`src/design/lvbs_pkg.sv`:
```
// shared types and constants of the loudest voice budget selector
package lvbs_pkg;

  // default sizing
  localparam int unsigned LVBS_MAX_CHANNELS = 32;
  localparam int unsigned LVBS_VOLUME_BITS  = 8;

  // fixed field widths of the ports
  localparam int unsigned IN_VOLUME_W   = 8;
  localparam int unsigned OUT_CHANNEL_W = 5;
  localparam int unsigned OUT_VOLUME_W  = 8;
  localparam int unsigned CFG_IDX_W     = 2;
  localparam int unsigned CFG_DATA_W    = 8;
  localparam int unsigned CFG_COUNT_W   = 6;
  localparam int unsigned CFG_LIMIT_W   = 6;
  localparam int unsigned CFG_BUDGET_W  = 8;

  // register indexes
  localparam logic [CFG_IDX_W-1:0] CFG_CHANNEL_COUNT = 2'd0;
  localparam logic [CFG_IDX_W-1:0] CFG_MIX_LIMIT     = 2'd1;
  localparam logic [CFG_IDX_W-1:0] CFG_VOLUME_BUDGET = 2'd2;

  // register reset values
  localparam logic [CFG_COUNT_W-1:0]  CHANNEL_COUNT_RST = 6'd32;
  localparam logic [CFG_LIMIT_W-1:0]  MIX_LIMIT_RST     = 6'd8;
  localparam logic [CFG_BUDGET_W-1:0] VOLUME_BUDGET_RST = 8'd32;

  // input word
  typedef struct packed {
    logic                   side;
    logic [IN_VOLUME_W-1:0] volume;
  } lvbs_in_t;

  // result word
  typedef struct packed {
    logic [OUT_CHANNEL_W-1:0] channel;
    logic [OUT_VOLUME_W-1:0]  mix_volume;
    logic                     none_selected;
    logic                     last;
  } lvbs_out_t;

endpackage

```
`src/design/loudest_voice_budget_selector.sv`:
```
// loudest voice selection under a voice limit and a volume budget
// after the last volume of a frame the average is formed in the bit serial divider;
//   then the insertion sort, the selection of voices and their emission run in turn,
//   all bound by the single order memory read port
// throughput: one volume word per cycle while loading, one frame at a time
// reset: registers to their defaults, both stored channel orders read as identity
module loudest_voice_budget_selector
  import lvbs_pkg::*;
#(
  parameter int unsigned MAX_CHANNELS = LVBS_MAX_CHANNELS,
  parameter int unsigned VOLUME_BITS  = LVBS_VOLUME_BITS
) (
  input  logic                  clk_i,
  input  logic                  rst_ni,
  input  logic                  in_valid_i,
  output logic                  in_ready_o,
  input  lvbs_in_t              in_data_i,
  output logic                  out_valid_o,
  input  logic                  out_ready_i,
  output lvbs_out_t             out_data_o,
  input  logic                  cfg_we_i,
  input  logic [CFG_IDX_W-1:0]  cfg_index_i,
  input  logic [CFG_DATA_W-1:0] cfg_data_i
);

  localparam int unsigned IDX_W = $clog2(MAX_CHANNELS);
  localparam int unsigned CNT_W = $clog2(MAX_CHANNELS + 1);
  localparam int unsigned VOL_W = VOLUME_BITS;
  localparam int unsigned SUM_W = VOL_W + CNT_W;
  localparam int unsigned MW    = (CNT_W > CFG_COUNT_W) ? CNT_W : CFG_COUNT_W;
  localparam int unsigned VB    = (VOL_W > 8) ? VOL_W : 8;
  localparam int unsigned CB    = (IDX_W > OUT_CHANNEL_W) ? IDX_W : OUT_CHANNEL_W;

  typedef enum logic [4:0] {
    ST_LOAD, ST_DIV,
    ST_OUT_RD, ST_OUT_W1, ST_OUT_W2,
    ST_IN_RD, ST_IN_W1, ST_IN_W2,
    ST_SEL_RD, ST_SEL_W1, ST_SEL_W2, ST_SEL_END,
    ST_EM_RD, ST_EM_W1, ST_EM_W2, ST_EM_PUSH, ST_EM_NONE
  } state_e;

  state_e                  state_q;
  logic [CFG_COUNT_W-1:0]  cfg_count_q;
  logic [CFG_LIMIT_W-1:0]  cfg_limit_q;
  logic [CFG_BUDGET_W-1:0] cfg_budget_q;
  logic [CNT_W-1:0]        load_cnt_q;
  logic [SUM_W-1:0]        sum_q;
  logic                    side_q;
  logic [SUM_W-1:0]        avg_q;
  logic [CNT_W-1:0]        i_q;
  logic [CNT_W-1:0]        j_q;
  logic [CNT_W-1:0]        k_q;
  logic [CNT_W-1:0]        n_q;
  logic [IDX_W-1:0]        x_q;
  logic [IDX_W-1:0]        y_q;
  logic [VOL_W-1:0]        xkey_q;
  logic [VOL_W-1:0]        total_q;
  logic [VOL_W-1:0]        last_vol_q;
  logic [VOL_W-1:0]        pend_vol_q;
  logic                    out_valid_q;
  lvbs_out_t               out_q;

  logic [MW-1:0]           cnt_ext;
  logic [MW-1:0]           cc_ext;
  logic [MW-1:0]           lim_raw;
  logic [MW-1:0]           lim_ext;
  logic [CNT_W-1:0]        cc;
  logic [CNT_W-1:0]        lim;
  logic [VB-1:0]           budget_ext;
  logic [VOL_W-1:0]        budget;
  logic [VB-1:0]           in_vol_ext;
  logic [VOL_W-1:0]        in_vol;
  logic                    in_fire;
  logic [CNT_W-1:0]        load_next;
  logic [SUM_W-1:0]        sum_next;
  logic                    frame_end;
  logic                    div_busy;
  logic                    div_done;
  logic [SUM_W-1:0]        div_quo;
  logic [VOL_W-1:0]        vol_rdata;
  logic [IDX_W-1:0]        ord_rdata;
  logic                    ord_we;
  logic [IDX_W:0]          ord_waddr;
  logic [IDX_W-1:0]        ord_wdata;
  logic [IDX_W:0]          ord_raddr;
  logic [CNT_W-1:0]        jm1;
  logic [IDX_W-1:0]        key_ch;
  logic [VOL_W-1:0]        key;
  logic [VOL_W:0]          tsum;
  logic [VOL_W-1:0]        trim;
  logic [CB-1:0]           ch_ext;
  logic [VB-1:0]           pend_ext;

  // effective channel count and voice limit
  always_comb begin
    cnt_ext = MW'(cfg_count_q);
    if (cnt_ext == '0) begin
      cc_ext = MW'(1);
    end else if (cnt_ext > MW'(MAX_CHANNELS)) begin
      cc_ext = MW'(MAX_CHANNELS);
    end else begin
      cc_ext = cnt_ext;
    end
    lim_raw = MW'(cfg_limit_q);
    lim_ext = (lim_raw > cc_ext) ? cc_ext : lim_raw;
    cc      = cc_ext[CNT_W-1:0];
    lim     = lim_ext[CNT_W-1:0];
  end

  // volume width conversions
  assign budget_ext = VB'(cfg_budget_q);
  assign budget     = budget_ext[VOL_W-1:0];
  assign in_vol_ext = VB'(in_data_i.volume);
  assign in_vol     = in_vol_ext[VOL_W-1:0];
  assign ch_ext     = CB'(y_q);
  assign pend_ext   = VB'(pend_vol_q);

  // load side
  assign in_ready_o = (state_q == ST_LOAD);
  assign in_fire    = in_valid_i && in_ready_o;
  assign load_next  = load_cnt_q + CNT_W'(1);
  assign sum_next   = sum_q + SUM_W'(in_vol);
  assign frame_end  = load_next >= cc;

  lvbs_div #(
    .DIVIDEND_W (SUM_W),
    .DIVISOR_W  (CNT_W)
  ) u_div (
    .clk_i      (clk_i),
    .rst_ni     (rst_ni),
    .start_i    (in_fire && frame_end),
    .dividend_i (sum_next),
    .divisor_i  (cc),
    .busy_o     (div_busy),
    .done_o     (div_done),
    .quotient_o (div_quo)
  );

  // volume memory, read at the channel just read from the order memory
  lvbs_ram #(
    .WIDTH (VOL_W),
    .DEPTH (2 ** IDX_W)
  ) u_vol_ram (
    .clk_i   (clk_i),
    .we_i    (in_fire),
    .waddr_i (load_cnt_q[IDX_W-1:0]),
    .wdata_i (in_vol),
    .raddr_i (ord_rdata),
    .rdata_o (vol_rdata)
  );

  lvbs_order_store #(
    .MAX_CHANNELS (MAX_CHANNELS)
  ) u_order (
    .clk_i   (clk_i),
    .rst_ni  (rst_ni),
    .we_i    (ord_we),
    .waddr_i (ord_waddr),
    .wdata_i (ord_wdata),
    .raddr_i (ord_raddr),
    .rdata_o (ord_rdata)
  );

  // sort key: thresholded volume, zero for channels beyond the count
  always_comb begin
    key_ch = (state_q == ST_OUT_W2) ? x_q : y_q;
    if ((CNT_W'(key_ch) < cc) &&
        ((avg_q == '0) || (SUM_W'(vol_rdata) >= avg_q))) begin
      key = vol_rdata;
    end else begin
      key = '0;
    end
    tsum = {1'b0, total_q} + {1'b0, key};
    trim = budget - total_q;
    jm1  = j_q - CNT_W'(1);
  end

  // order memory access
  always_comb begin
    ord_raddr = {side_q, i_q[IDX_W-1:0]};
    ord_we    = 1'b0;
    ord_waddr = {side_q, j_q[IDX_W-1:0]};
    ord_wdata = x_q;
    unique case (state_q)
      ST_IN_RD: begin
        ord_raddr = {side_q, jm1[IDX_W-1:0]};
        ord_we    = (j_q == '0);
      end
      ST_IN_W2: begin
        ord_we    = 1'b1;
        ord_wdata = (key < xkey_q) ? y_q : x_q;
      end
      ST_EM_RD: begin
        ord_raddr = {side_q, k_q[IDX_W-1:0]};
      end
      default: begin
        ord_we = 1'b0;
      end
    endcase
  end

  // sequencer with configuration and result registers
  always_ff @(posedge clk_i or negedge rst_ni) begin
    if (!rst_ni) begin
      state_q      <= ST_LOAD;
      cfg_count_q  <= CHANNEL_COUNT_RST;
      cfg_limit_q  <= MIX_LIMIT_RST;
      cfg_budget_q <= VOLUME_BUDGET_RST;
      load_cnt_q   <= '0;
      sum_q        <= '0;
      side_q       <= 1'b0;
      avg_q        <= '0;
      i_q          <= '0;
      j_q          <= '0;
      k_q          <= '0;
      n_q          <= '0;
      x_q          <= '0;
      y_q          <= '0;
      xkey_q       <= '0;
      total_q      <= '0;
      last_vol_q   <= '0;
      pend_vol_q   <= '0;
      out_valid_q  <= 1'b0;
      out_q        <= '0;
    end else begin
      // register writes
      if (cfg_we_i) begin
        unique case (cfg_index_i)
          CFG_CHANNEL_COUNT: cfg_count_q  <= cfg_data_i[CFG_COUNT_W-1:0];
          CFG_MIX_LIMIT:     cfg_limit_q  <= cfg_data_i[CFG_LIMIT_W-1:0];
          CFG_VOLUME_BUDGET: cfg_budget_q <= cfg_data_i[CFG_BUDGET_W-1:0];
          default:           cfg_count_q  <= cfg_count_q;
        endcase
      end

      // result word taken
      if (out_valid_q && out_ready_i) begin
        out_valid_q <= 1'b0;
      end

      unique case (state_q)
        // volume loading
        ST_LOAD: begin
          if (in_fire) begin
            if (frame_end) begin
              load_cnt_q <= '0;
              sum_q      <= '0;
              side_q     <= in_data_i.side;
              state_q    <= ST_DIV;
            end else begin
              load_cnt_q <= load_next;
              sum_q      <= sum_next;
            end
          end
        end
        // average
        ST_DIV: begin
          if (div_done) begin
            avg_q   <= div_quo;
            i_q     <= CNT_W'(1);
            state_q <= ST_OUT_RD;
          end
        end
        // insertion sort, outer pass picks the entry to insert
        ST_OUT_RD: begin
          if (i_q >= cc) begin
            i_q     <= '0;
            n_q     <= '0;
            total_q <= '0;
            state_q <= ST_SEL_RD;
          end else begin
            state_q <= ST_OUT_W1;
          end
        end
        ST_OUT_W1: begin
          x_q     <= ord_rdata;
          state_q <= ST_OUT_W2;
        end
        ST_OUT_W2: begin
          xkey_q  <= key;
          j_q     <= i_q;
          state_q <= ST_IN_RD;
        end
        // inner pass shifts quieter entries up
        ST_IN_RD: begin
          if (j_q == '0) begin
            i_q     <= i_q + CNT_W'(1);
            state_q <= ST_OUT_RD;
          end else begin
            state_q <= ST_IN_W1;
          end
        end
        ST_IN_W1: begin
          y_q     <= ord_rdata;
          state_q <= ST_IN_W2;
        end
        ST_IN_W2: begin
          if (key < xkey_q) begin
            j_q     <= jm1;
            state_q <= ST_IN_RD;
          end else begin
            i_q     <= i_q + CNT_W'(1);
            state_q <= ST_OUT_RD;
          end
        end
        // selection, loudest first
        ST_SEL_RD: begin
          state_q <= (i_q >= lim) ? ST_SEL_END : ST_SEL_W1;
        end
        ST_SEL_W1: begin
          y_q     <= ord_rdata;
          state_q <= ST_SEL_W2;
        end
        ST_SEL_W2: begin
          if (key == '0) begin
            state_q <= ST_SEL_END;
          end else if (tsum >= {1'b0, budget}) begin
            if (trim != '0) begin
              n_q        <= n_q + CNT_W'(1);
              last_vol_q <= trim;
            end
            state_q <= ST_SEL_END;
          end else begin
            total_q    <= tsum[VOL_W-1:0];
            n_q        <= n_q + CNT_W'(1);
            i_q        <= i_q + CNT_W'(1);
            last_vol_q <= key;
            state_q    <= ST_SEL_RD;
          end
        end
        ST_SEL_END: begin
          if (n_q == '0) begin
            state_q <= ST_EM_NONE;
          end else begin
            k_q     <= n_q - CNT_W'(1);
            state_q <= ST_EM_RD;
          end
        end
        // emission, quietest first
        ST_EM_RD: begin
          state_q <= ST_EM_W1;
        end
        ST_EM_W1: begin
          y_q     <= ord_rdata;
          state_q <= ST_EM_W2;
        end
        ST_EM_W2: begin
          pend_vol_q <= (k_q == n_q - CNT_W'(1)) ? last_vol_q : key;
          state_q    <= ST_EM_PUSH;
        end
        ST_EM_PUSH: begin
          if (!out_valid_q || out_ready_i) begin
            out_valid_q         <= 1'b1;
            out_q.channel       <= ch_ext[OUT_CHANNEL_W-1:0];
            out_q.mix_volume    <= pend_ext[OUT_VOLUME_W-1:0];
            out_q.none_selected <= 1'b0;
            out_q.last          <= (k_q == '0);
            if (k_q == '0) begin
              state_q <= ST_LOAD;
            end else begin
              k_q     <= k_q - CNT_W'(1);
              state_q <= ST_EM_RD;
            end
          end
        end
        ST_EM_NONE: begin
          if (!out_valid_q || out_ready_i) begin
            out_valid_q         <= 1'b1;
            out_q.channel       <= '0;
            out_q.mix_volume    <= '0;
            out_q.none_selected <= 1'b1;
            out_q.last          <= 1'b1;
            state_q             <= ST_LOAD;
          end
        end
        default: begin
          state_q <= ST_LOAD;
        end
      endcase
    end
  end

  assign out_valid_o = out_valid_q;
  assign out_data_o  = out_q;

  // an empty frame word always closes the frame
  a_none_is_last: assert property (@(posedge clk_i) disable iff (!rst_ni)
    out_valid_o && out_data_o.none_selected |-> out_data_o.last)
    else $error("empty selection word without last");

  // the average only arrives while waiting for it
  a_div_done_state: assert property (@(posedge clk_i) disable iff (!rst_ni)
    div_done |-> state_q == ST_DIV)
    else $error("divider finished outside the average step");

  // the insertion point never passes the entry being inserted
  a_insert_bound: assert property (@(posedge clk_i) disable iff (!rst_ni)
    state_q == ST_IN_RD |-> j_q <= i_q)
    else $error("insertion index beyond outer index");

  // every voice walked before the stop has been taken
  a_select_count: assert property (@(posedge clk_i) disable iff (!rst_ni)
    state_q == ST_SEL_RD |-> n_q == i_q)
    else $error("selected voice count out of step with walk");

  // no volume word taken while the average is being formed
  a_load_vs_div: assert property (@(posedge clk_i) disable iff (!rst_ni)
    in_ready_o |-> !div_busy)
    else $error("loading while divider busy");

endmodule

```
`src/design/lvbs_ram.sv`:
```
// generic simple dual port ram with registered read
module lvbs_ram #(
  parameter int unsigned WIDTH = 8,
  parameter int unsigned DEPTH = 32
) (
  input  logic                     clk_i,
  input  logic                     we_i,
  input  logic [$clog2(DEPTH)-1:0] waddr_i,
  input  logic [WIDTH-1:0]         wdata_i,
  input  logic [$clog2(DEPTH)-1:0] raddr_i,
  output logic [WIDTH-1:0]         rdata_o
);

  logic [WIDTH-1:0] mem_q [DEPTH];
  logic [WIDTH-1:0] rdata_q;

  // write port and registered read port
  always_ff @(posedge clk_i) begin
    if (we_i) begin
      mem_q[waddr_i] <= wdata_i;
    end
    rdata_q <= mem_q[raddr_i];
  end

  assign rdata_o = rdata_q;

endmodule

```
`src/design/lvbs_order_store.sv`:
```
// per side channel order memory, reading as identity until an entry is written
module lvbs_order_store
  import lvbs_pkg::*;
#(
  parameter int unsigned MAX_CHANNELS = LVBS_MAX_CHANNELS
) (
  input  logic                            clk_i,
  input  logic                            rst_ni,
  input  logic                            we_i,
  input  logic [$clog2(MAX_CHANNELS):0]   waddr_i,
  input  logic [$clog2(MAX_CHANNELS)-1:0] wdata_i,
  input  logic [$clog2(MAX_CHANNELS):0]   raddr_i,
  output logic [$clog2(MAX_CHANNELS)-1:0] rdata_o
);

  localparam int unsigned IDX_W = $clog2(MAX_CHANNELS);
  localparam int unsigned AW    = IDX_W + 1;
  localparam int unsigned DEPTH = 2 ** AW;

  logic [DEPTH-1:0] valid_q;
  logic             rvalid_q;
  logic [AW-1:0]    raddr_q;
  logic [IDX_W-1:0] ram_rdata;

  lvbs_ram #(
    .WIDTH (IDX_W),
    .DEPTH (DEPTH)
  ) u_ram (
    .clk_i   (clk_i),
    .we_i    (we_i),
    .waddr_i (waddr_i),
    .wdata_i (wdata_i),
    .raddr_i (raddr_i),
    .rdata_o (ram_rdata)
  );

  // written marks, cleared at once by reset
  always_ff @(posedge clk_i or negedge rst_ni) begin
    if (!rst_ni) begin
      valid_q  <= '0;
      rvalid_q <= 1'b0;
    end else begin
      if (we_i) begin
        valid_q[waddr_i] <= 1'b1;
      end
      rvalid_q <= valid_q[raddr_i];
    end
  end

  // read address kept alongside the ram read
  always_ff @(posedge clk_i) begin
    raddr_q <= raddr_i;
  end

  // unwritten entry holds its own position
  assign rdata_o = rvalid_q ? ram_rdata : raddr_q[IDX_W-1:0];

endmodule

```
`src/design/lvbs_div.sv`:
```
// restoring divider, one quotient bit per cycle
module lvbs_div #(
  parameter int unsigned DIVIDEND_W = 14,
  parameter int unsigned DIVISOR_W  = 6
) (
  input  logic                  clk_i,
  input  logic                  rst_ni,
  input  logic                  start_i,
  input  logic [DIVIDEND_W-1:0] dividend_i,
  input  logic [DIVISOR_W-1:0]  divisor_i,
  output logic                  busy_o,
  output logic                  done_o,
  output logic [DIVIDEND_W-1:0] quotient_o
);

  localparam int unsigned CW = $clog2(DIVIDEND_W + 1);

  logic [CW-1:0]         cnt_q;
  logic                  busy_q;
  logic                  done_q;
  logic [DIVIDEND_W-1:0] quo_q;
  logic [DIVISOR_W-1:0]  rem_q;
  logic [DIVISOR_W-1:0]  dvs_q;
  logic [DIVISOR_W:0]    rem_sh;
  logic [DIVISOR_W:0]    rem_sub;
  logic                  ge;

  // one shift and trial subtract
  always_comb begin
    rem_sh  = {rem_q, quo_q[DIVIDEND_W-1]};
    ge      = rem_sh >= {1'b0, dvs_q};
    rem_sub = ge ? (rem_sh - {1'b0, dvs_q}) : rem_sh;
  end

  always_ff @(posedge clk_i or negedge rst_ni) begin
    if (!rst_ni) begin
      cnt_q  <= '0;
      busy_q <= 1'b0;
      done_q <= 1'b0;
      quo_q  <= '0;
      rem_q  <= '0;
      dvs_q  <= '0;
    end else begin
      done_q <= 1'b0;
      if (start_i) begin
        quo_q  <= dividend_i;
        rem_q  <= '0;
        dvs_q  <= divisor_i;
        cnt_q  <= CW'(DIVIDEND_W);
        busy_q <= 1'b1;
      end else if (busy_q) begin
        quo_q <= {quo_q[DIVIDEND_W-2:0], ge};
        rem_q <= rem_sub[DIVISOR_W-1:0];
        cnt_q <= cnt_q - CW'(1);
        if (cnt_q == CW'(1)) begin
          busy_q <= 1'b0;
          done_q <= 1'b1;
        end
      end
    end
  end

  assign busy_o     = busy_q;
  assign done_o     = done_q;
  assign quotient_o = quo_q;

endmodule

```
`config.mk`:
```
export PLATFORM = sky130hd
export DESIGN_NAME = loudest_voice_budget_selector
export DESIGN_NICKNAME = d
export VERILOG_FILES = /design/src/design/lvbs_pkg.sv /design/src/design/loudest_voice_budget_selector.sv /design/src/design/lvbs_ram.sv /design/src/design/lvbs_order_store.sv /design/src/design/lvbs_div.sv
export SDC_FILE = /design/constraint.sdc
export NUM_CORES = 1
export LEC_CHECK = 0
export ABC_CLOCK_PERIOD_IN_PS = 15900
export BUFFER_PORTS_ARGS = -buffer_cell sky130_fd_sc_hd__buf_4
export CORE_ASPECT_RATIO = 1.4
export CORE_MARGIN = 2
export CORE_UTILIZATION = 30
export DETAILED_ROUTE_END_ITERATION = 6
export GPL_TIMING_DRIVEN = 0
export MAX_ROUTING_LAYER = met4
export SETUP_SLACK_MARGIN = 0.3
export SYNTH_ARGS = -nofsm -noshare
export SYNTH_HDL_FRONTEND = slang
export SYNTH_SLANG_ARGS = --single-unit
```
`constraint.sdc`:
```
create_clock -name clk_i -period 15.9 [get_ports clk_i]
set_clock_uncertainty 0.05 [all_clocks]
set_input_delay 2.385 -clock clk_i [delete_from_list [all_inputs] [get_ports clk_i]]
set_output_delay 2.385 -clock clk_i [all_outputs]
set_load 0.01 [all_outputs]
```
== Word-level counts from Yosys, hierarchy flattened ==
Memories as Yosys holds them, arrays and structs flattened. A register that Yosys moved wholly into a read port is not among the register bits.
Index checks and enable logic that the tools add are counted.

* Bits in registers: 244
* Memory bits (writable): 576
* Bits of input ports: 24
* Logic and storage cells: 211
* Memories: 2

{| class="wikitable"
|+ Memories
! name !! depth !! bits a word !! read ports !! clocked after Yosys merged registers in !! write ports !! RTL line !! source
|-
| u_order.u_ram.mem_q || 64 || 5 || 1 || 1 || 1 || lvbs_ram.sv:14 || <nowiki>logic [WIDTH-1:0] mem_q [DEPTH];</nowiki>
|-
| u_vol_ram.mem_q || 32 || 8 || 1 || 1 || 1 || lvbs_ram.sv:14 ||
|}

* $add $sub $neg: 11
* $lt $le $gt $ge: 13
* Equality and inequality tests: 35
* Mux-type cells: 77
* Bitwise logic cells: 2
* Reduce and logical (&&, ||, !) cells: 39

{| class="wikitable"
|+ Operators by type and width
! kind !! number
|-
| 2-to-1 mux 6 bit || 20
|-
| case mux 5 bit (17 select lines) || 1
|-
| bitwise OR 64 bit || 1
|-
| 2-to-1 mux 8 bit || 7
|-
| 2-to-1 mux 5 bit || 10
|-
| 2-to-1 mux 14 bit || 3
|-
| equality test 5 x 4 -> 1 bit (second input constant) || 8
|-
| case mux 6 bit (2 select lines) || 3
|-
| 2-to-1 mux 15 bit || 2
|-
| case mux 15 bit (2 select lines) || 1
|-
| case mux 6 bit (5 select lines) || 1
|-
| zero test 6 bit || 4
|-
| equality test 5 x 3 -> 1 bit (second input constant) || 4
|-
| != test 2 bit (second input constant) || 10
|-
| adder 6 x 1 -> 6 bit (second input constant) || 3
|-
| >= comparator 6 bit || 3
|-
| subtractor 6 x 1 -> 6 bit (second input constant) || 3
|-
| 2-to-1 mux 4 bit || 4
|-
| case mux 8 bit (2 select lines) || 1
|-
| 2-to-1 mux 1 bit || 15
|-
| adder 14 x 8 -> 14 bit || 1
|-
| >= comparator 8 x 14 -> 1 bit || 1
|-
| zero test 14 bit || 1
|-
| < comparator 6 x 7 -> 1 bit (second input constant) || 2
|-
| other kinds (43) || 68
|}

== Logic depth before layout (Yosys ltp) ==
* Depth after elaboration: 11
* Mapped depth: 30
* Mapped depth without buffers: 25

== Cells and area by module ==
Synthesis repeated with hierarchy kept, for this count alone.

* Cell total of the unflattened synthesis: 2442
* Area, all modules: 36963.0 µm²

{| class="wikitable"
|+ Modules (own cells, without submodules)
! module !! times used !! cells an instance !! area each (µm²) !! seq. area each (µm²)
|-
| lvbs_ram at u_order.u_ram || 1 || 610 || 12768.5 || 9709.3
|-
| lvbs_ram at u_vol_ram || 1 || 417 || 10053.4 || 7847.5
|-
| loudest_voice_budget_selector || 1 || 1026 || 9417.8 || 3557.2
|-
| lvbs_order_store || 1 || 221 || 3066.7 || 1726.7
|-
| lvbs_div || 1 || 168 || 1656.6 || 800.8
|}

== Least setup slack after synthesis ==
Ideal clock, no wire load.

* Path type: register -> register
* Start point: register state_q[2]
* End point: register i_q[1]
* Library setup time: 128 ps
* Arrival: 6089 ps
* Data required time: 15722 ps
* Path slack: 9633 ps
* Cell stages (with the launch flop): 30
* Path buffers: 5
* Period minus slack after synthesis: 6267 ps
* Cell sequence: dfrtp_1 -> nor2b_1 -> buf_2 -> nand2_2 -> buf_1 -> mux2_2 -> ha_1 -> a21o_1 -> a21oi_1 -> o2111ai_1 -> nor2_1 -> clkbuf_1 -> nand2_1 -> inv_1 -> ha_1 -> a21o_1 -> a21oi_1 -> nor2b_1 -> o21a_1 -> o41ai_1 -> xnor2_1 -> ha_1 -> a211oi_1 -> o21ai_0 -> and3b_1 -> buf_2 -> a221oi_4 -> or3_1 -> buf_2 -> mux2_1

* Longest elaborated chain between the ends: 9

{| class="wikitable"
|+ RTL lines
! element !! RTL line !! source
|-
| start: declaration || loudest_voice_budget_selector.sv:42 || <nowiki>state_e state_q;</nowiki>
|-
| start signal: assignment || loudest_voice_budget_selector.sv:308 || <nowiki>state_q <= (i_q >= lim) ? ST_SEL_END : ST_SEL_W1;</nowiki>
|-
| equality test 5 x 3 -> 1 bit * || loudest_voice_budget_selector.sv:166 || <nowiki>key_ch = (state_q == ST_OUT_W2) ? x_q : y_q;</nowiki>
|-
| 2-to-1 mux 5 bit * || loudest_voice_budget_selector.sv:166 ||
|-
| < comparator 5 x 6 -> 1 bit * || loudest_voice_budget_selector.sv:167 || <nowiki>if ((CNT_W'(key_ch) < cc) &&</nowiki>
|-
| logical AND 1 bit * || loudest_voice_budget_selector.sv:167 ||
|-
| 2-to-1 mux 8 bit * || loudest_voice_budget_selector.sv:167 ||
|-
| via key[1] || loudest_voice_budget_selector.sv:88 || <nowiki>logic [VOL_W-1:0] key;</nowiki>
|-
| adder 8 x 8 -> 9 bit || loudest_voice_budget_selector.sv:173 || <nowiki>tsum = {1'b0, total_q} + {1'b0, key};</nowiki>
|-
| >= comparator 9 x 8 -> 1 bit || loudest_voice_budget_selector.sv:317 || <nowiki>end else if (tsum >= {1'b0, budget}) begin</nowiki>
|-
| != test 2 bit (no source line) || -- ||
|-
| AND reduction 7 bit (no source line) * || -- ||
|-
| end signal: assignment || loudest_voice_budget_selector.sv:287 || <nowiki>i_q <= i_q + CNT_W'(1);</nowiki>
|-
| end signal: assignment || loudest_voice_budget_selector.sv:302 || <nowiki>i_q <= i_q + CNT_W'(1);</nowiki>
|-
| end signal: assignment || loudest_voice_budget_selector.sv:326 || <nowiki>i_q <= i_q + CNT_W'(1);</nowiki>
|-
| end: declaration || loudest_voice_budget_selector.sv:50 || <nowiki>logic [CNT_W-1:0] i_q;</nowiki>
|}

Mark *: on every way through the listed nets, which the timed path passes. The rest lies on a longest branch.
A chain may end at the register's enable or synchronous reset.

== Worst setup path after layout ==
Ends and elaborated chain as after synthesis.

==> metrics.yaml <==
clock_latency_ps: 690
grt_usage: 0.163
min_path_type: "register to register"
slew_violations: 0
syn-num-nets: 3110
dp_cells: 4650
firstDrtPassIters: 6
clk_pin_slew_worst_paths_ps: 70
syn_area_um2: 37200
synthCells: 2991
tritoncts: "built"
place.port_buffers: 40
maxCapViolations: 0
start_kind: "register"
multiInputGateArea_um2: 12600
ys.flop_type: "edfxtp_1"
antenna_found_initial: 1
drive_gt1_frac: 0.149
vias: 24400
die_w_um: 302
gp_congestion: 0.909
synth.area.top_cells: "edfxtp_1 46%, dfrtp_1 16%, nand2_1 5.0%"
fin_crit_ps: 7440
slew_headroom: 0.172
dp_hpwl_mm: 69.7
worst_pin_slew_ps: 1230
syn2layout_area_growth_pct: 14.1
wl_per_cell_um: 21.0
crit_required_ps: 16420
p_per_area_nw_per_um2: 175
final_core_util: 0.346
crit_arrival_ps: 7960
p_leak_nw: 16.1
grt-ovfl-total: 0
path_max_fanout: 10
cts_sinks: 833
fillers: 12000
finalCritPeriodShare: 0.468
dpl_cell_area_um2: 39600
setup_violations: 0
num-nets-final: 3238
cts_buffer_depth: 3
synth_common_cells: "576 x edfxtp_1, 493 x nand2_1, 236 x dfrtp_1"
synth.distinct_cells: 94
synthDominantCellAreaShare: 0.465
cts_root_buf: "clkbuf_16"
cpMaxStageDelayCell: "a221oi_4"
grt_pass1_vias: 24400
synth_area_per_cell_um2: 12.4
cts_hold_buf: 0
drc: 0
grt_max_degree: 104
die_h_um: 421
htreeDepth: 3
critical_path_class: "register to register"
cts_made_buffers: 83
ir_drop_mv: 0.109
instances_no_fill: 4810
final-hold-violation-count: 0
fmax_mhz: 134
routed_wl_mm: 101
setup_tns_ps: 0
post-synth-top-area-cell: "edfxtp_1"
core_um2: 123000
crit_family: "compound AO/OA/AOI/OAI gates"
async_flop_share: 0.287
dieArea_um2: 127000
ys_ff_latch: 833
max_stage_delay_ps: 490
status: "completed"
io_pins: 41
design_area_um2: 42500
ys_seq_area_frac: 0.635
seq_area_um2: 23600
grt_pass1_wl_mm: 152
yosysMostFrequentCell: "edfxtp_1"
yosys_warnings: 0
cts_setup_buffers: 0
rows: 152
cp-end-kind: "register"
antenna_left: 0
rsz0062_at_grt: "no"
start_util: 0.303
cts_resized: 0
crit_buf_inv: 6
synth-edff-count: 576
drtIter0Drc: 1939
vias_per_cell: 5.07
## layout make-up
cell class / count / area share
Multi-Input combinational cell: 1920 / 0.296
Antenna cell: 4 / 0.000236
Buffer: 152 / 0.0163
Timing Repair Buffer: 43 / 0.00901
Clock inverter: 46 / 0.0138
Inverter: 86 / 0.00760
Sequential cell: 833 / 0.557
Tap cell: 1617 / 0.0476
Clock buffer: 109 / 0.0529
## power by group
group	internal [W]	total (W)	leakage, nW	switching, W
Clock	0.00116	0.00204	1.38	0.000884
Sequential	0.00264	0.00279	8.47	0.000152
Combinational	0.000913	0.00258	6.27	0.00166
## stage by stage
step	power [W]	hold slack, ps	setup slack (ps)
6_report	0.00741	416	8460
5_1_grt	0.00778	427	7960
4_1_cts	0.00745	418	8440
3_5_place_dp	0.00540	401	8420
3_3_place_gp	0.00537	401	8490
2_1_floorplan	0.00450	389	9630
## layer usage
metal  track usage  vias to the layer above  wire length, µm
li1              -                    11200                -
met3        0.0248                      223             5190
met4        0.0692                        0             4230
met2         0.285                      742            52200
met5             -                        -                0
met1         0.185                    12200            39400
## cells in the final DEF (no fill, tap or decap), drive strengths merged, types with 18 or more instances in the layout
master / count
and3: 22
clkbuf: 181
or2: 70
dfrtp: 236
a21oi: 205
nor2b: 19
inv: 90
o21ai: 115
a22oi: 46
nand3: 163
xnor2: 29
o22ai: 23
nor3: 20
mux2: 62
mux4: 64
mux2i: 50
nor2: 171
nand2: 495
clkinv: 31
nor4: 24
dfxtp: 18
ha: 91
edfxtp: 576
buf: 123
## worst paths after layout
path	start	end	slack, ps	depth (start not counted)
worst min register to register	u_order.valid_q[61]	u_order.valid_q[61]	420	1
worst max register to register	state_q[2]	i_q[1]	8460	29
max in group asynchronous	rst_ni	u_order.valid_q[33]	12920	3
worst max-delay path	state_q[2]	i_q[1]	8460	29
min in group asynchronous	rst_ni	u_order.valid_q[55]	1560	1
worst min-delay path	u_order.valid_q[61]	u_order.valid_q[61]	420	1
## state kept, by name, summed over array words and instances, names as in the netlist, 8 cells and up
register / flops
u_vol_ram.mem_q: 256
xkey_q: 8
u_order.u_ram.mem_q: 320
total_q: 8
out_data_o: 15
u_div.quotient_o: 14
u_vol_ram.rdata_o: 8
last_vol_q: 8
u_order.valid_q: 64
avg_q: 14
budget: 8
pend_ext: 8
sum_q: 14
## cell families after synthesis
group                    after synthesis  share of synthesized area
adder cells (fa/ha/maj)               95                     0.0328
multiplexers                         176                     0.0710
flip-flops                           833                      0.635
AO/OA/AOI/OAI                        533                     0.0904
buffers and inverters                238                     0.0273
XOR/XNOR                              42                    0.00989
AND/OR/NAND/NOR                     1074                      0.133
Note: power is estimated with default switching activity, not from simulation.
